File: src/design/rpd_pkg.sv
`timescale 1ns / 1ps

package rpd_pkg;

  localparam int PACKETS_PER_FRAME_DEF = 4;
  localparam int CHANNEL_COUNT_DEF     = 8;

  localparam int SYM_W   = 10;
  localparam int VAL_W   = 6;
  localparam int POS_W   = 16;
  localparam int ABS_W   = 10;
  localparam int DELTA_W = 4;
  localparam int AUX_W   = 2;
  localparam int CHECK_W = 8;
  localparam int PAIR_W  = 2;

  // Signed offset applied to the 4-bit delta field.
  localparam int DELTA_BIAS = 8;

  // Line code: entry i is the 10-bit symbol that carries value i.
  localparam logic [SYM_W-1:0] CODE_TABLE [64] = '{
    10'h3F8, 10'h3F3, 10'h3E3, 10'h3E7, 10'h3C7, 10'h3CF, 10'h38F, 10'h39F,
    10'h0FF, 10'h07F, 10'h03F, 10'h33F, 10'h31F, 10'h30F, 10'h387, 10'h3C3,
    10'h0FC, 10'h0F3, 10'h0E7, 10'h0CF, 10'h3CC, 10'h39C, 10'h33C, 10'h333,
    10'h3F0, 10'h3E0, 10'h383, 10'h307, 10'h31C, 10'h398, 10'h38C, 10'h338,
    10'h0C7, 10'h073, 10'h067, 10'h0E3, 10'h0F8, 10'h07C, 10'h01F, 10'h00F,
    10'h0CC, 10'h0C3, 10'h063, 10'h033, 10'h330, 10'h318, 10'h30C, 10'h303,
    10'h03C, 10'h078, 10'h0F0, 10'h0E0, 10'h0C0, 10'h3C0, 10'h380, 10'h300,
    10'h060, 10'h070, 10'h030, 10'h038, 10'h018, 10'h01C, 10'h00C, 10'h007
  };

  typedef struct packed {
    logic             hit;
    logic [VAL_W-1:0] val;
  } dec_t;

  // Packet command handed from the symbol front end to the update engine.
  typedef struct packed {
    logic [PAIR_W-1:0]  pair;
    logic               half;
    logic               err;
    logic [AUX_W-1:0]   aux;
    logic [DELTA_W-1:0] delta;
    logic [ABS_W-1:0]   position;
    logic [CHECK_W-1:0] check;
    logic               frame_done;
  } cmd_t;

  typedef struct packed {
    logic [PAIR_W-1:0]  pair;
    logic [POS_W-1:0]   even_pos;
    logic [POS_W-1:0]   odd_pos;
    logic               err;
    logic [AUX_W-1:0]   aux;
    logic [CHECK_W-1:0] check;
    logic               frame_done;
  } res_t;

  function automatic dec_t decode_symbol(logic [SYM_W-1:0] sym);
    dec_t r;
    r.hit = 1'b0;
    r.val = '0;
    for (int i = 0; i < 64; i++) begin
      if (CODE_TABLE[i] == sym) begin
        r.hit = 1'b1;
        r.val = VAL_W'(i);
      end
    end
    return r;
  endfunction

  // Reduce a channel number below 16 modulo m (m >= 2).
  function automatic logic [3:0] chan_mod(logic [3:0] v, int m);
    logic [3:0] r;
    r = v;
    for (int i = 0; i < 8; i++) begin
      if (r >= 4'(m)) r = r - 4'(m);
    end
    return r;
  endfunction

endpackage

File: src/design/rpd_front.sv
`timescale 1ns / 1ps

module rpd_front import rpd_pkg::*; #(
  parameter int PACKETS_PER_FRAME = PACKETS_PER_FRAME_DEF,
  parameter int CHANNEL_COUNT     = CHANNEL_COUNT_DEF,
  parameter int CH_W              = $clog2(CHANNEL_COUNT)
) (
  input  logic             clk,
  input  logic             rst,
  input  logic             accept,
  input  logic [SYM_W-1:0] symbol_word,
  input  logic             invert_polarity,
  input  logic             second_half,
  input  logic             frame_start,
  output logic             push,
  output cmd_t             cmd,
  output logic [CH_W-1:0]  even_ch,
  output logic [CH_W-1:0]  odd_ch
);

  localparam int PC_W = $clog2(PACKETS_PER_FRAME + 1);

  logic [1:0]       symbol_count;
  logic [PC_W-1:0]  packet_count;
  logic             error_seen;
  logic [VAL_W-1:0] sym_buf [3];

  logic [1:0]       sc_eff;
  logic [PC_W-1:0]  pc_eff;
  logic             es_eff;
  logic             active;
  logic             err_now;
  logic [3:0]       pc4;
  dec_t             dec;

  always_comb begin
    sc_eff  = frame_start ? 2'd0 : symbol_count;
    pc_eff  = frame_start ? '0 : packet_count;
    es_eff  = frame_start ? 1'b0 : error_seen;
    active  = pc_eff < PC_W'(PACKETS_PER_FRAME);
    dec     = decode_symbol(invert_polarity ? ~symbol_word : symbol_word);
    err_now = es_eff | ~dec.hit;
    pc4     = 4'(pc_eff);
    push    = accept && active && (sc_eff == 2'd3);

    cmd.pair       = pc4[1:0];
    cmd.half       = second_half;
    cmd.err        = err_now;
    cmd.aux        = sym_buf[0][5:4];
    cmd.delta      = sym_buf[0][3:0];
    cmd.position   = {sym_buf[1], sym_buf[2][5:2]};
    cmd.check      = {sym_buf[2][1:0], dec.val};
    cmd.frame_done = pc_eff == PC_W'(PACKETS_PER_FRAME - 1);

    even_ch = CH_W'(chan_mod({pc4[2:0], 1'b0}, CHANNEL_COUNT));
    odd_ch  = CH_W'(chan_mod({pc4[2:0], 1'b1}, CHANNEL_COUNT));
  end

  always_ff @(posedge clk) begin
    if (rst) begin
      symbol_count <= 2'd0;
      packet_count <= PC_W'(PACKETS_PER_FRAME);
      error_seen   <= 1'b0;
    end else if (accept && active) begin
      if (sc_eff == 2'd3) begin
        symbol_count <= 2'd0;
        packet_count <= pc_eff + PC_W'(1);
        error_seen   <= 1'b0;
      end else begin
        symbol_count <= sc_eff + 2'd1;
        packet_count <= pc_eff;
        error_seen   <= err_now;
      end
    end
  end

  // Hold the first three values of the packet.
  always_ff @(posedge clk) begin
    if (accept && active && (sc_eff != 2'd3)) begin
      sym_buf[sc_eff] <= dec.val;
    end
  end

endmodule

File: src/design/rpd_queue.sv
`timescale 1ns / 1ps

module rpd_queue import rpd_pkg::*; #(
  parameter int CH_W = $clog2(CHANNEL_COUNT_DEF)
) (
  input  logic            clk,
  input  logic            rst,
  input  logic            in_valid,
  output logic            in_ready,
  input  cmd_t            in_cmd,
  input  logic [CH_W-1:0] in_even,
  input  logic [CH_W-1:0] in_odd,
  output logic            out_valid,
  input  logic            out_ready,
  output cmd_t            out_cmd,
  output logic [CH_W-1:0] out_even,
  output logic [CH_W-1:0] out_odd
);

  localparam logic [1:0] FULL_COUNT = 2'd2;

  cmd_t            cmd_q  [2];
  logic [CH_W-1:0] even_q [2];
  logic [CH_W-1:0] odd_q  [2];
  logic            wr_ptr;
  logic            rd_ptr;
  logic [1:0]      count;
  logic            do_push;
  logic            do_pop;

  assign in_ready  = count != FULL_COUNT;
  assign out_valid = count != 2'd0;
  assign do_push   = in_valid && in_ready;
  assign do_pop    = out_valid && out_ready;
  assign out_cmd   = cmd_q[rd_ptr];
  assign out_even  = even_q[rd_ptr];
  assign out_odd   = odd_q[rd_ptr];

  always_ff @(posedge clk) begin
    if (rst) begin
      wr_ptr <= 1'b0;
      rd_ptr <= 1'b0;
      count  <= 2'd0;
    end else begin
      if (do_push) wr_ptr <= ~wr_ptr;
      if (do_pop)  rd_ptr <= ~rd_ptr;
      if (do_push && !do_pop)      count <= count + 2'd1;
      else if (do_pop && !do_push) count <= count - 2'd1;
    end
  end

  always_ff @(posedge clk) begin
    if (do_push) begin
      cmd_q[wr_ptr]  <= in_cmd;
      even_q[wr_ptr] <= in_even;
      odd_q[wr_ptr]  <= in_odd;
    end
  end

endmodule

File: src/design/rpd_back.sv
`timescale 1ns / 1ps

module rpd_back import rpd_pkg::*; #(
  parameter int CHANNEL_COUNT = CHANNEL_COUNT_DEF,
  parameter int CH_W          = $clog2(CHANNEL_COUNT)
) (
  input  logic            clk,
  input  logic            rst,
  input  logic            q_valid,
  output logic            q_ready,
  input  cmd_t            q_cmd,
  input  logic [CH_W-1:0] q_even,
  input  logic [CH_W-1:0] q_odd,
  output logic            res_valid,
  input  logic            res_ready,
  output res_t            res
);

  typedef enum logic [1:0] {
    B_IDLE,
    B_DEL,
    B_POS
  } state_t;

  state_t           state;
  cmd_t             cmd_r;
  logic [CH_W-1:0]  even_r;
  logic [CH_W-1:0]  odd_r;
  logic [POS_W-1:0] del_new;

  logic [POS_W-1:0]         mem [CHANNEL_COUNT];
  logic [CHANNEL_COUNT-1:0] vld;
  logic [POS_W-1:0]         rd_data;

  logic             wr_en;
  logic [CH_W-1:0]  wr_addr;
  logic [POS_W-1:0] wr_data;
  logic             rd_en;
  logic [CH_W-1:0]  rd_addr;
  logic             out_load;
  logic [CH_W-1:0]  pos_head;
  logic [CH_W-1:0]  del_head;
  logic [CH_W-1:0]  pos_r;
  logic [CH_W-1:0]  del_r;
  logic [POS_W-1:0] del_sum;

  always_comb begin
    pos_head = q_cmd.half ? q_odd : q_even;
    del_head = q_cmd.half ? q_even : q_odd;
    pos_r    = cmd_r.half ? odd_r : even_r;
    del_r    = cmd_r.half ? even_r : odd_r;
    del_sum  = rd_data + POS_W'(cmd_r.delta) - POS_W'(DELTA_BIAS);

    q_ready  = 1'b0;
    wr_en    = 1'b0;
    wr_addr  = pos_head;
    wr_data  = '0;
    rd_en    = 1'b0;
    rd_addr  = del_head;
    out_load = 1'b0;

    unique case (state)
      B_IDLE: begin
        // Write the absolute value, fetch the old delta channel.
        q_ready = 1'b1;
        if (q_valid) begin
          rd_en   = 1'b1;
          rd_addr = del_head;
          wr_en   = ~q_cmd.err;
          wr_addr = pos_head;
          wr_data = POS_W'(q_cmd.position);
        end
      end
      B_DEL: begin
        // Write the adjusted channel, fetch the absolute channel back.
        rd_en   = 1'b1;
        rd_addr = pos_r;
        wr_en   = ~cmd_r.err;
        wr_addr = del_r;
        wr_data = del_sum;
      end
      B_POS: begin
        out_load = !res_valid || res_ready;
      end
      default: begin
      end
    endcase
  end

  always_ff @(posedge clk) begin
    if (wr_en) mem[wr_addr] <= wr_data;
    if (rd_en) rd_data <= vld[rd_addr] ? mem[rd_addr] : '0;
  end

  // A channel never written reads as zero.
  always_ff @(posedge clk) begin
    if (rst) begin
      vld <= '0;
    end else if (wr_en) begin
      vld[wr_addr] <= 1'b1;
    end
  end

  always_ff @(posedge clk) begin
    if (rst) begin
      state     <= B_IDLE;
      res_valid <= 1'b0;
    end else begin
      if (out_load)       res_valid <= 1'b1;
      else if (res_ready) res_valid <= 1'b0;

      unique case (state)
        B_IDLE: begin
          if (q_valid) begin
            cmd_r  <= q_cmd;
            even_r <= q_even;
            odd_r  <= q_odd;
            state  <= B_DEL;
          end
        end
        B_DEL: begin
          del_new <= cmd_r.err ? rd_data : del_sum;
          state   <= B_POS;
        end
        B_POS: begin
          if (out_load) begin
            res.pair       <= cmd_r.pair;
            res.even_pos   <= cmd_r.half ? del_new : rd_data;
            res.odd_pos    <= cmd_r.half ? rd_data : del_new;
            res.err        <= cmd_r.err;
            res.aux        <= cmd_r.err ? '0 : cmd_r.aux;
            res.check      <= cmd_r.err ? '0 : cmd_r.check;
            res.frame_done <= cmd_r.frame_done;
            state          <= B_IDLE;
          end
        end
        default: begin
          state <= B_IDLE;
        end
      endcase
    end
  end

endmodule

File: src/design/rc_pcm_frame_decoder.sv
`timescale 1ns / 1ps

// Decoder for a ten-to-six PCM line code: takes one 10-bit symbol per cycle,
// groups four symbols into a packet and updates one channel pair per packet,
// emitting the pair's positions after the update (tlast on the last packet of
// a frame, tuser set on an errored packet). Symbols are accepted every cycle
// as long as the two-entry packet queue has room; each packet then passes
// through the update engine, bound by its registered-read channel store, in
// the steps fetch and absolute write, adjusted write and read back, output
// load, and the engine takes no new packet before the last result is loaded
// to the output. The channel store reads as zero after reset at once,
// without a clearing pass.
module rc_pcm_frame_decoder import rpd_pkg::*; #(
  parameter int PACKETS_PER_FRAME = PACKETS_PER_FRAME_DEF,
  parameter int CHANNEL_COUNT     = CHANNEL_COUNT_DEF
) (
  input  logic        clk,
  input  logic        rst,
  input  logic        s_tvalid,
  output logic        s_tready,
  input  logic [15:0] s_tdata,   // symbol_word[9:0], zero
  input  logic [2:0]  s_tuser,   // invert_polarity, second_half, frame_start
  output logic        m_tvalid,
  input  logic        m_tready,
  output logic [47:0] m_tdata,   // pair_index, even_position, odd_position,
                                 // aux_bits, check_byte, zero
  output logic [0:0]  m_tuser,   // packet_error
  output logic        m_tlast
);

  localparam int CH_W = $clog2(CHANNEL_COUNT);
  localparam logic [PAIR_W-1:0] PAIR_LAST = PAIR_W'(PACKETS_PER_FRAME - 1);

  logic            accept;
  logic            push;
  logic            push_ready;
  cmd_t            f_cmd;
  logic [CH_W-1:0] f_even;
  logic [CH_W-1:0] f_odd;
  logic            q_valid;
  logic            q_ready;
  cmd_t            q_cmd;
  logic [CH_W-1:0] q_even;
  logic [CH_W-1:0] q_odd;
  res_t            res;

  assign s_tready = push_ready;
  assign accept   = s_tvalid && s_tready;

  rpd_front #(
    .PACKETS_PER_FRAME(PACKETS_PER_FRAME),
    .CHANNEL_COUNT    (CHANNEL_COUNT),
    .CH_W             (CH_W)
  ) u_front (
    .clk            (clk),
    .rst            (rst),
    .accept         (accept),
    .symbol_word    (s_tdata[SYM_W-1:0]),
    .invert_polarity(s_tuser[0]),
    .second_half    (s_tuser[1]),
    .frame_start    (s_tuser[2]),
    .push           (push),
    .cmd            (f_cmd),
    .even_ch        (f_even),
    .odd_ch         (f_odd)
  );

  rpd_queue #(
    .CH_W(CH_W)
  ) u_queue (
    .clk      (clk),
    .rst      (rst),
    .in_valid (push),
    .in_ready (push_ready),
    .in_cmd   (f_cmd),
    .in_even  (f_even),
    .in_odd   (f_odd),
    .out_valid(q_valid),
    .out_ready(q_ready),
    .out_cmd  (q_cmd),
    .out_even (q_even),
    .out_odd  (q_odd)
  );

  rpd_back #(
    .CHANNEL_COUNT(CHANNEL_COUNT),
    .CH_W         (CH_W)
  ) u_back (
    .clk      (clk),
    .rst      (rst),
    .q_valid  (q_valid),
    .q_ready  (q_ready),
    .q_cmd    (q_cmd),
    .q_even   (q_even),
    .q_odd    (q_odd),
    .res_valid(m_tvalid),
    .res_ready(m_tready),
    .res      (res)
  );

  assign m_tdata = {4'b0, res.check, res.aux, res.odd_pos, res.even_pos, res.pair};
  assign m_tuser = res.err;
  assign m_tlast = res.frame_done;

  a_reset_idle: assert property (@(posedge clk) rst |=> !m_tvalid)
    else $error("result valid right after reset");

  a_err_clean: assert property (@(posedge clk) disable iff (rst)
    m_tvalid && m_tuser[0] |-> m_tdata[43:34] == 10'd0)
    else $error("errored packet carries aux or check bits");

  a_last_pair: assert property (@(posedge clk) disable iff (rst)
    m_tvalid && m_tlast |-> m_tdata[1:0] == PAIR_LAST)
    else $error("frame end flagged on wrong pair");

  a_queue_room: assert property (@(posedge clk) disable iff (rst)
    q_valid && !q_ready |=> q_valid)
    else $error("queued packet lost while engine busy");

endmodule

File: config.mk
export PLATFORM = sky130hd
export DESIGN_NAME = rc_pcm_frame_decoder
export DESIGN_NICKNAME = d
export VERILOG_FILES = /design/src/design/rpd_pkg.sv /design/src/design/rpd_front.sv /design/src/design/rpd_queue.sv /design/src/design/rpd_back.sv /design/src/design/rc_pcm_frame_decoder.sv
export SDC_FILE = /design/constraint.sdc
export NUM_CORES = 1
export LEC_CHECK = 0
export BUFFER_PORTS_ARGS = -buffer_cell sky130_fd_sc_hd__buf_2
export CAP_MARGIN = 15
export CORE_ASPECT_RATIO = 1.25
export CORE_MARGIN = 4
export CORE_UTILIZATION = 50
export CTS_BUF_LIST = sky130_fd_sc_hd__clkbuf_2 sky130_fd_sc_hd__clkbuf_4 sky130_fd_sc_hd__clkbuf_8
export CTS_CLUSTER_DIAMETER = 40
export DETAILED_ROUTE_END_ITERATION = 7
export GPL_TIMING_DRIVEN = 0
export PLACE_DENSITY = 0.67
export SYNTH_ARGS = -nofsm -noshare
export SYNTH_HDL_FRONTEND = slang
export SYNTH_SLANG_ARGS = --single-unit
File: constraint.sdc
create_clock -name clk -period 8.1 [get_ports clk]
set_clock_uncertainty 0.1 [all_clocks]
set_input_delay 0.81 -clock clk [delete_from_list [all_inputs] [get_ports clk]]
set_output_delay 0.81 -clock clk [all_outputs]
set_load 0.005 [all_outputs]
==> results of run 1 <==
-- worst max-delay path, stage by stage (launching register included) --
cell and delay [ns]:
edfxtp_1 0.46, ha_1 0.32, ha_1 0.17, inv_1 0.07, fa_1 0.46, nor2b_1 0.13, o21a_1 0.21, o211ai_1 0.18
a311oi_1 0.34, o21ai_0 0.22, nand3_1 0.13, nor3b_1 0.85
-- worst paths after layout --
path	start	end	cells past startpoint
max	u_back.rd_data[1]$_SDFFCE_PN0P_	u_back.mem[5][15]$_DFFE_PP_	11
min	u_back.cmd_r[0]$_DFFE_PP_	u_back.res[0]$_DFFE_PP_	0
max reg2reg	u_back.rd_data[1]$_SDFFCE_PN0P_	u_back.mem[5][15]$_DFFE_PP_	11
min reg2reg	u_back.cmd_r[0]$_DFFE_PP_	u_back.res[0]$_DFFE_PP_	0
-- kinds of logic (layout without fill, tap and decap cells) --
group           after synthesis  in the layout
fa+ha+maj                    26             26
xor+xnor                     14             14
flops                       323            323
compound gates              183            183
mux                          88             88
simple gates                260            260
other cells                   1              4
buf+inv                      74            236
-- placed cells by master (no fill, tap or decap), types with 24 or more instances in the layout --
| cell type | Yosys | layout |
|---|---|---|
| edfxtp_1 | 301 | 301 |
| o21ai_0 | 60 | 60 |
| mux2_2 | 39 | 39 |
| ha_1 | 25 | 25 |
| inv_1 | 27 | 27 |
| nand2_1 | 92 | 92 |
| a21oi_1 | 41 | 41 |
| clkbuf_8 | 0 | 50 |
| mux4_2 | 34 | 34 |
| nor2_1 | 59 | 52 |
| o22ai_1 | 24 | 24 |
| buf_2 | 14 | 75 |
-- power groups by stage --
stage | Combinational [mW] | Clock, mW | Sequential, mW
floorplan | 1.01 | 0 | 2.28
global placement | 1.43 | 0 | 2.32
detailed placement | 1.49 | 0 | 2.32
CTS | 1.50 | 1.25 | 2.29
global route | 1.64 | 1.33 | 2.30
finish | 1.49 | 1.22 | 2.29
-- state kept, by name, indices dropped and copies added (netlist names), 2 cells and up, named ones only --
name / count
u_back.state: 2
u_back.res: 46
u_back.rd_data: 16
u_back.del_new: 16
u_back.vld: 8
u_back.cmd_r: 19
u_queue.count: 2
u_front.sym_buf: 18
u_queue.cmd_q: 57
u_front.packet_count: 3
u_front.symbol_count: 2
u_back.mem: 128
-- area by class of cell --
type                       instances  area, sq um
timing repair buffer              77          526
clock buffer                      62          778
inverter                          27          101
tap                              350          438
multi-input combinational        575         4290
sequential                       323         9480
fill                            2138        11700
clock inverter                    23          115
buffer                            47          240
-- stage by stage --
| step | util | instance area, sq um | total power [mW] | instances |
|---|---|---|---|---|
| after floorplan | - | 14100 | 3.29 | 972 |
| after global placement | 0.535 | 14800 | 3.75 | 1383 |
| after detailed placement | 0.545 | 15100 | 3.81 | 1399 |
| after CTS | 0.578 | 16000 | 5.04 | 1484 |
| after global routing | 0.578 | 16000 | 5.28 | 1484 |
| final | 0.578 | 16000 | 5.00 | 1484 |
-- routing by layer --
layer / up-vias / global-route usage / part of all wire
met1: 4217 / 0.253 / 0.40
met4: 0 / 0.0834 / 0.037
li1: 3984 / - / -
met3: 70 / 0.0368 / 0.048
met2: 261 / 0.349 / 0.52
met5: - / 0 / 0
==> impl_metrics.toml, run 1 <==
[run_status]
status = "finished clean"

[timing]
fin_tns_setup_ns = 0
slew_viol_final = 0
max_freq_mhz = 250
rsz0062_at_grt = "no"
hold_violations = 0
fin_ws_ns = 4.10
whs_ns = 0.313
relSlewSlack = 0.299
worst_slew_pin_slew_ns = 1.05
fin_crit_ns = 4.00
final-setup-viol-count = 0
final.period_utilization = 0.494

[clock_network]
cts_tree = "built"
cts_resized = 0
clk_latency_ns = 0.56
numCtsBuffers = 49
cts-hold-fix-buffers = 0
postCtsSetupBuffers = 0
cts_sinks = 323
ctsHtreeMaxLevel = 2
cts_root_buffer = "clkbuf_8"
cts_buffer_depth = 3
cts.clk_slew.worst_paths_ns = 0.06

[synth]
yosysTopAreaCell = "edfxtp_1"
synth_commonest_cells = "edfxtp_1 (301), nand2_1 (92), o21ai_0 (60), nor2_1 (59), a21oi_1 (41)"
synth_xor_area_frac = 0.00873
synth_compound_area_frac = 0.0813
ys.flop_type = "edfxtp_1"
synth_top_family_by_area = "multiplexers"
synth_cell_types = 68
synth_simple_gate_area_frac = 0.0894
ys_async_sr_fraction = 0
ys_ff_latch = 323
ys_top_cells_by_area = "edfxtp_1 (64%), mux4_2 (5.4%), dfxtp_1 (3.1%), mux2_2 (3.1%), nand2_1 (2.5%)"
yosysSeqAreaShare = 0.675
synth_most_common_cell = "edfxtp_1"
synth_top_area_share = 0.643
yosys_warnings = 0
synthMuxAreaShare = 0.0978
synthAdderAreaFrac = 0.0237
postSynthAreaPerCell_sq_um = 14.5
syn_area_sq_mm = 0.0141
synth_edf_count = 301
synth_cells = 969

[power_and_ir_drop]
swShare = 0.327
cellLeakagePower_nw = 5.64
ir_drop_mv = 0.123
combPwrFrac = 0.298
p_seq_frac = 0.457
p_int_mw = 3.36
clockPowerShare = 0.245
p_switching_mw = 1.64
pwr_density_cell_mw_per_mm2 = 313

[die]
rows = 68
fp.coreArea_sq_mm = 0.0277
fp.dieH_microns = 195
die_w_microns = 158
start_util = 0.508
dieArea_sq_mm = 0.0309
io_pins = 75

[global_routing]
grt_pass1_vias = 8576
grt_max_degree = 30
grtUsageTotal = 0.203
grt_overflow = 0
antenna_found_initial = 0
grt_pass1_wl_mm = 48.2

[drt]
num_vias = 8532
wirelength_mm = 31.0
viasPerCell = 5.75
drc = 0
drtIter0Drc = 538
avgRoutedWirePerCell_microns = 20.9
drt_first_pass_iters = 5
ant_nets = 0

[placed_design]
place.port_buffers = 61
dp_hpwl_mm = 21.9
place_ws_ns = 4.17
gp_congestion = 0.919

[setup_path]
critPathMaxFanout = 8
r2r_slack_ns = 4.10
startpoint_type = "register"
worstPathArrival_ns = 4.11
crit_required_ns = 8.20
endpoint_kind = "register"
worst-setup-path-type = "reg2reg"

[min_path]
worst_hold_path_type = "reg2reg"

[flow_run]
drv_cap = 0

[final_layout]
layout-drive-gt1-share = 0.250
nets = 1149
diodes = 0
synthToLayoutAreaGrowth_pct = 13.6
Power figures use the tool's default switching activity.
==> inputs of run 2 (changes only) <==
==> constraint.sdc (replaced) <==
create_clock -name clk -period 3.8 [get_ports clk]
set_clock_uncertainty 0.1 [all_clocks]
set_input_delay 0.38 -clock clk [delete_from_list [all_inputs] [get_ports clk]]
set_output_delay 0.38 -clock clk [all_outputs]
set_load 0.005 [all_outputs]
==> impl_metrics.toml, run 2 (same netlist as run 1, synthesis figures left out) <==
[timing]
fin_crit_ns = 3.47
slew_viol_final = 0
fin_tns_setup_ns = 0
final.period_utilization = 0.913
final-setup-viol-count = 0
hold_violations = 0
max_freq_mhz = 288
rsz0062_at_grt = "no"
fin_ws_ns = 0.331
relSlewSlack = 0.310
worst_slew_pin_slew_ns = 1.03

[clock_network]
cts_sinks = 323
numCtsBuffers = 46
cts_tree = "built"
cts_buffer_depth = 3
ctsHtreeMaxLevel = 2
clk_latency_ns = 0.56
cts.clk_slew.worst_paths_ns = 0.06
cts_root_buffer = "clkbuf_8"

[global_routing]
grtUsageTotal = 0.203
antenna_found_initial = 0
grt_max_degree = 30
grt_pass1_wl_mm = 48.5
grt_overflow = 0
grt_pass1_vias = 8604

[power_and_ir_drop]
p_int_mw = 7.22
p_switching_mw = 3.47
power.total_mw = 10.7
combPwrFrac = 0.303
ir_drop_mv = 0.370
p_seq_frac = 0.456
clockPowerShare = 0.241
swShare = 0.325
cellLeakagePower_nw = 5.64
pwr_density_cell_mw_per_mm2 = 668

[setup_path]
r2r_slack_ns = 0.33
rr_startpoint = "u_back.rd_data[1]$_SDFFCE_PN0P_"
crit_required_ns = 4.00
worstReg2RegEnd = "u_back.mem[2][15]$_DFFE_PP_"
worstPathArrival_ns = 3.67
endpoint_kind = "register"
worst-setup-path-type = "reg2reg"
startpoint_type = "register"
reg2reg_depth = 12
critPathMaxFanout = 8

[flow_run]
drv_cap = 0

[placed_design]
place_ws_ns = -0.335
gp_congestion = 0.927
dp_hpwl_mm = 22.1
dp_cells = 1399
place.port_buffers = 61

[final_layout]
diodes = 0
final_common_cell = "edfxtp_1"
finalNonFillerCells = 1476
layout-drive-gt1-share = 0.248
reg_top3 = "u_back.mem (128), u_queue.cmd_q (57), u_back.res (46)"
synthToLayoutAreaGrowth_pct = 13.9
top_register = "u_back.mem"
mostFrequentLayoutCells = "edfxtp_1 (301), nand2_1 (92), buf_2 (75)"
nets = 1148
largest_reg_flops = 128

[die]
rows = 68
start_util = 0.508
die_w_microns = 158
fp.dieH_microns = 195
io_pins = 75
dieArea_sq_mm = 0.0309
fp.coreArea_sq_mm = 0.0277

[drt]
drt_first_pass_iters = 5
wl_met3_mm = 1.87
dr.max_layer_used = "met4"
drc = 0
drt-met1-wl_mm = 12.0
num_vias = 8531
ant_nets = 0
met2RoutedLength_mm = 16.3
avgRoutedWirePerCell_microns = 21.1
wirelength_mm = 31.2
viasPerCell = 5.78
drtIter0Drc = 558

[run_status]
status = "finished clean"

[min_path]
holdPathStages = 3
worst_hold_path_type = "in2reg"
whs_endpoint = "u_back.res_valid$_SDFFE_PP0P_"
min_from = "m_tready"
==> run 2: cell types whose count changed in the layout (fill, tap and decap cells not counted), sizes merged <==
cell / before / now
bufinv: 0 / 2
clkbuf: 81 / 76
clkinv: 21 / 15
dlygate4sd3: 0 / 1
inv: 29 / 28
buf: 105 / 106
==> run 2: final cells by class <==
class	instances	area [sq um]
Clock inverter	18	135
Clock buffer	57	716
Fill cell	2166	11600
Tap cell	350	438
Timing Repair Buffer	79	579
Sequential cell	323	9480
Buffer	47	240
Multi-Input combinational cell	575	4320
Inverter	27	101
==> run 2: worst max path at each step <==
stage / start / endpoint / slack, ns / cells past startpoint
after global routing: u_back.rd_data[1]$_SDFFCE_PN0P_ / u_back.mem[5][15]$_DFFE_PP_ / 0.07 / 12
after detailed placement: u_back.rd_data[1]$_SDFFCE_PN0P_ / u_back.mem[2][15]$_DFFE_PP_ / -0.33 / 11
after CTS: u_back.rd_data[1]$_SDFFCE_PN0P_ / u_back.mem[4][15]$_DFFE_PP_ / 0.11 / 11
after global placement: register / u_back.mem[5][14]$_DFFE_PP_ / -0.95 / 7
final: u_back.rd_data[1]$_SDFFCE_PN0P_ / u_back.mem[2][15]$_DFFE_PP_ / 0.33 / 12
after floorplan: u_back.rd_data[1]$_SDFFCE_PN0P_ / u_back.mem[0][15]$_DFFE_PP_ / 0.70 / 11
==> run 2: power by group through the flow <==
stage | Sequential [mW] | Clock, mW | Combinational (mW)
6_report | 4.88 | 2.58 | 3.23
5_1_grt | 4.91 | 2.81 | 3.57
4_1_cts | 4.88 | 2.66 | 3.22
3_5_place_dp | 4.95 | 0 | 3.19
3_3_place_gp | 4.95 | 0 | 3.04
2_1_floorplan | 4.85 | 0 | 2.16
==> run 2: per-layer routing <==
metal  global-route usage  vias to the layer above
met5                    0                        -
met4               0.0638                        0
met3               0.0339                       67
met2                0.357                      333
met1                0.257                     4166
li1                     -                     3965
==> run 2: worst max-delay path: stages, from the launching register on <==
cell and delay [ns]:
edfxtp_1 0.47, ha_1 0.32, ha_1 0.16, inv_1 0.06, fa_1 0.46, nor2b_1 0.13, o21a_1 0.22, o211ai_1 0.19
a311oi_2 0.33, o21ai_0 0.21, a21oi_1 0.28, nor3b_4 0.07, buf_4 0.20
==> run 2: per-stage QoR <==
stage                     utilization  instance area [sq um]  hold WS, ns
after floorplan                     -                  14100        0.300
after global placement          0.536                  14800        0.310
after detailed placement        0.547                  15100        0.314
after CTS                       0.578                  16000       0.0594
after global routing            0.579                  16000        0.106
final                           0.579                  16000        0.109
==> run 2: what timing repair did <==
action | CTS | global route
setup endpoints to repair | 8 | 16
hold buffers | 1 | 0
endpoints found under the hold margin | 2 | 0
buffers inserted | 0 | 1
gates resized for setup | 1 | 3
==> inputs of run 3 (changes only) <==
--- a/config.mk
+++ b/config.mk
@@ -5,9 +5,9 @@
 export SDC_FILE = /design/constraint.sdc
 export NUM_CORES = 1
 export LEC_CHECK = 0
-export BUFFER_PORTS_ARGS = -buffer_cell sky130_fd_sc_hd__buf_2
+export BUFFER_PORTS_ARGS = -buffer_cell sky130_fd_sc_hd__buf_4
 export CAP_MARGIN = 15
-export CORE_ASPECT_RATIO = 1.25
+export CORE_ASPECT_RATIO = 1.4
 export CORE_MARGIN = 4
 export CORE_UTILIZATION = 50
 export CTS_BUF_LIST = sky130_fd_sc_hd__clkbuf_2 sky130_fd_sc_hd__clkbuf_4 sky130_fd_sc_hd__clkbuf_8
@@ -15,6 +15,7 @@
 export DETAILED_ROUTE_END_ITERATION = 7
 export GPL_TIMING_DRIVEN = 0
 export PLACE_DENSITY = 0.67
+export SLEW_MARGIN = 5
 export SYNTH_ARGS = -nofsm -noshare
 export SYNTH_HDL_FRONTEND = slang
 export SYNTH_SLANG_ARGS = --single-unit
==> impl_metrics.toml, run 3 (same netlist as run 1, synthesis figures left out) <==
[min_path]
worst_hold_path_type = "in2reg"
holdPathStages = 3
whs_endpoint = "u_back.res_valid$_SDFFE_PP0P_"
min_from = "m_tready"

[die]
fp.dieH_microns = 206
dieArea_sq_mm = 0.0309
io_pins = 75
start_util = 0.508
die_w_microns = 150
rows = 72
fp.coreArea_sq_mm = 0.0277

[setup_path]
reg2reg_depth = 11
endpoint_kind = "register"
r2r_slack_ns = 0.21
worstPathArrival_ns = 3.78
startpoint_type = "register"
critPathMaxFanout = 8
slowest_stage = "edfxtp_1"
worstReg2RegEnd = "u_back.mem[3][15]$_DFFE_PP_"
critPathTopFamily = "compound AO/OA/AOI/OAI gates"
startpoint = "u_back.rd_data[1]$_SDFFCE_PN0P_"
rr_startpoint = "u_back.rd_data[1]$_SDFFCE_PN0P_"
worst-setup-path-type = "reg2reg"
worst_path_most_repeated_cell = "ha_1"
path_cells = "ha_1 > ha_1 > inv_1 > fa_1 > nor2b_1 > o21a_1 > o211ai_1 > a311oi_1 > o21ai_0 > nand3_1 > nor3b_2"
crit_required_ns = 3.99
critPathMaxStageDelay_ns = 0.48
path_buf_inv = 1

[placed_design]
gp_congestion = 0.932
dp_hpwl_mm = 22.2
place.port_buffers = 61

[final_layout]
layout-drive-gt1-share = 0.250
nets = 1146
fillCellCount = 2184
largest_reg_flops = 128
reg_top3 = "u_back.mem (128), u_queue.cmd_q (57), u_back.res (46)"
synthToLayoutAreaGrowth_pct = 14.6
final_util = 0.582
top_register = "u_back.mem"
mostFrequentLayoutCells = "edfxtp_1 (301), nand2_1 (92), buf_4 (72)"
final_common_cell = "edfxtp_1"

[timing]
relSlewSlack = 0.329
worst_slew_pin_slew_ns = 0.980
fin_crit_ns = 3.59
final-setup-viol-count = 0
slew_viol_final = 0
max_freq_mhz = 278
rsz0062_at_grt = "no"
final.period_utilization = 0.945
hold_violations = 0

[clock_network]
cts_sinks = 323
cts_root_buffer = "clkbuf_8"
clk_latency_ns = 0.57
cts_tree = "built"
ctsHtreeMaxLevel = 2
numCtsBuffers = 46
cts_buffer_depth = 3
cts.clk_slew.worst_paths_ns = 0.06

[global_routing]
grt_pass1_vias = 8904
grtUsageTotal = 0.207
grt_max_degree = 30
grt_pass1_wl_mm = 48.5
grt_overflow = 0
antenna_found_initial = 1

[power_and_ir_drop]
pwr_density_cell_mw_per_mm2 = 660
ir_drop_mv = 0.279
power.total_mw = 10.6
cellLeakagePower_nw = 5.66

[drt]
drtIter0Drc = 572
num_vias = 8586
drc = 0
ant_nets = 0
drt_first_pass_iters = 4
avgRoutedWirePerCell_microns = 21.0
wirelength_mm = 31.4
viasPerCell = 5.74

[run_status]
status = "finished clean"

[flow_run]
drv_cap = 0
[run 3: worst max path at each step]
stage / end / depth (start not counted) / slack, ns
floorplan: u_back.mem[0][15]$_DFFE_PP_ / 11 / 0.70
global placement: u_back.mem[5][9]$_DFFE_PP_ / 7 / -0.95
detailed placement: u_back.mem[2][15]$_DFFE_PP_ / 11 / -0.05
CTS: u_back.mem[4][9]$_DFFE_PP_ / 11 / 0.21
global route: u_back.mem[1][15]$_DFFE_PP_ / 11 / 0.02
finish: u_back.mem[3][15]$_DFFE_PP_ / 11 / 0.21
[run 3: where the power goes]
group	switching (mW)	internal, mW
sequential	0.217	4.66
clock	1.23	1.32
combinational	2.02	1.18
[run 3: final cells by class]
| class | instances | area, sq um | area share |
|---|---|---|---|
| Buffer | 47 | 240 | 0.0149 |
| Tap cell | 370 | 463 | 0.0287 |
| Clock buffer | 64 | 781 | 0.0485 |
| Clock inverter | 11 | 62.6 | 0.00388 |
| Inverter | 27 | 101 | 0.00629 |
| Multi-Input combinational cell | 575 | 4300 | 0.267 |
| Sequential cell | 323 | 9480 | 0.588 |
| Timing Repair Buffer | 77 | 676 | 0.0419 |
| Antenna cell | 1 | 2.50 | 0.000155 |
[run 3: worst min-delay path: stages]
cell	delay, ns
buf_4	0.07
nand2b_1	0.15
a21oi_1	0.08
[run 3: per-stage QoR]
step	TNS [ns]	setup slack, ns	hold WS, ns	instances	instance area [sq um]
after floorplan	0	0.697	0.300	972	14100
after global routing	0	0.0189	0.0961	1495	16100
after global placement	-61.11	-0.951	0.302	1403	15000
after detailed placement	-0.406	-0.0508	0.319	1418	15200
final	0	0.208	0.0942	1495	16100
after CTS	0	0.208	0.0400	1494	16100
[run 3: routing by layer]
metal	part of all wire	wire length [microns]	vias to the layer above	global-route usage
met4	0.042	1310	0	0.0893
met3	0.043	1360	86	0.0307
met5	0	0	-	0
met1	0.36	11300	4280	0.226
li1	-	-	3962	-
met2	0.55	17400	258	0.394
[run 3: repair_timing]
action / 4_1_cts / 5_1_grt
endpoints found under the hold margin: 2 / 0
setup buffers: 0 / 0
gates resized for setup: 1 / 0
setup endpoints to repair: 8 / 0
hold buffers: 1 / 0
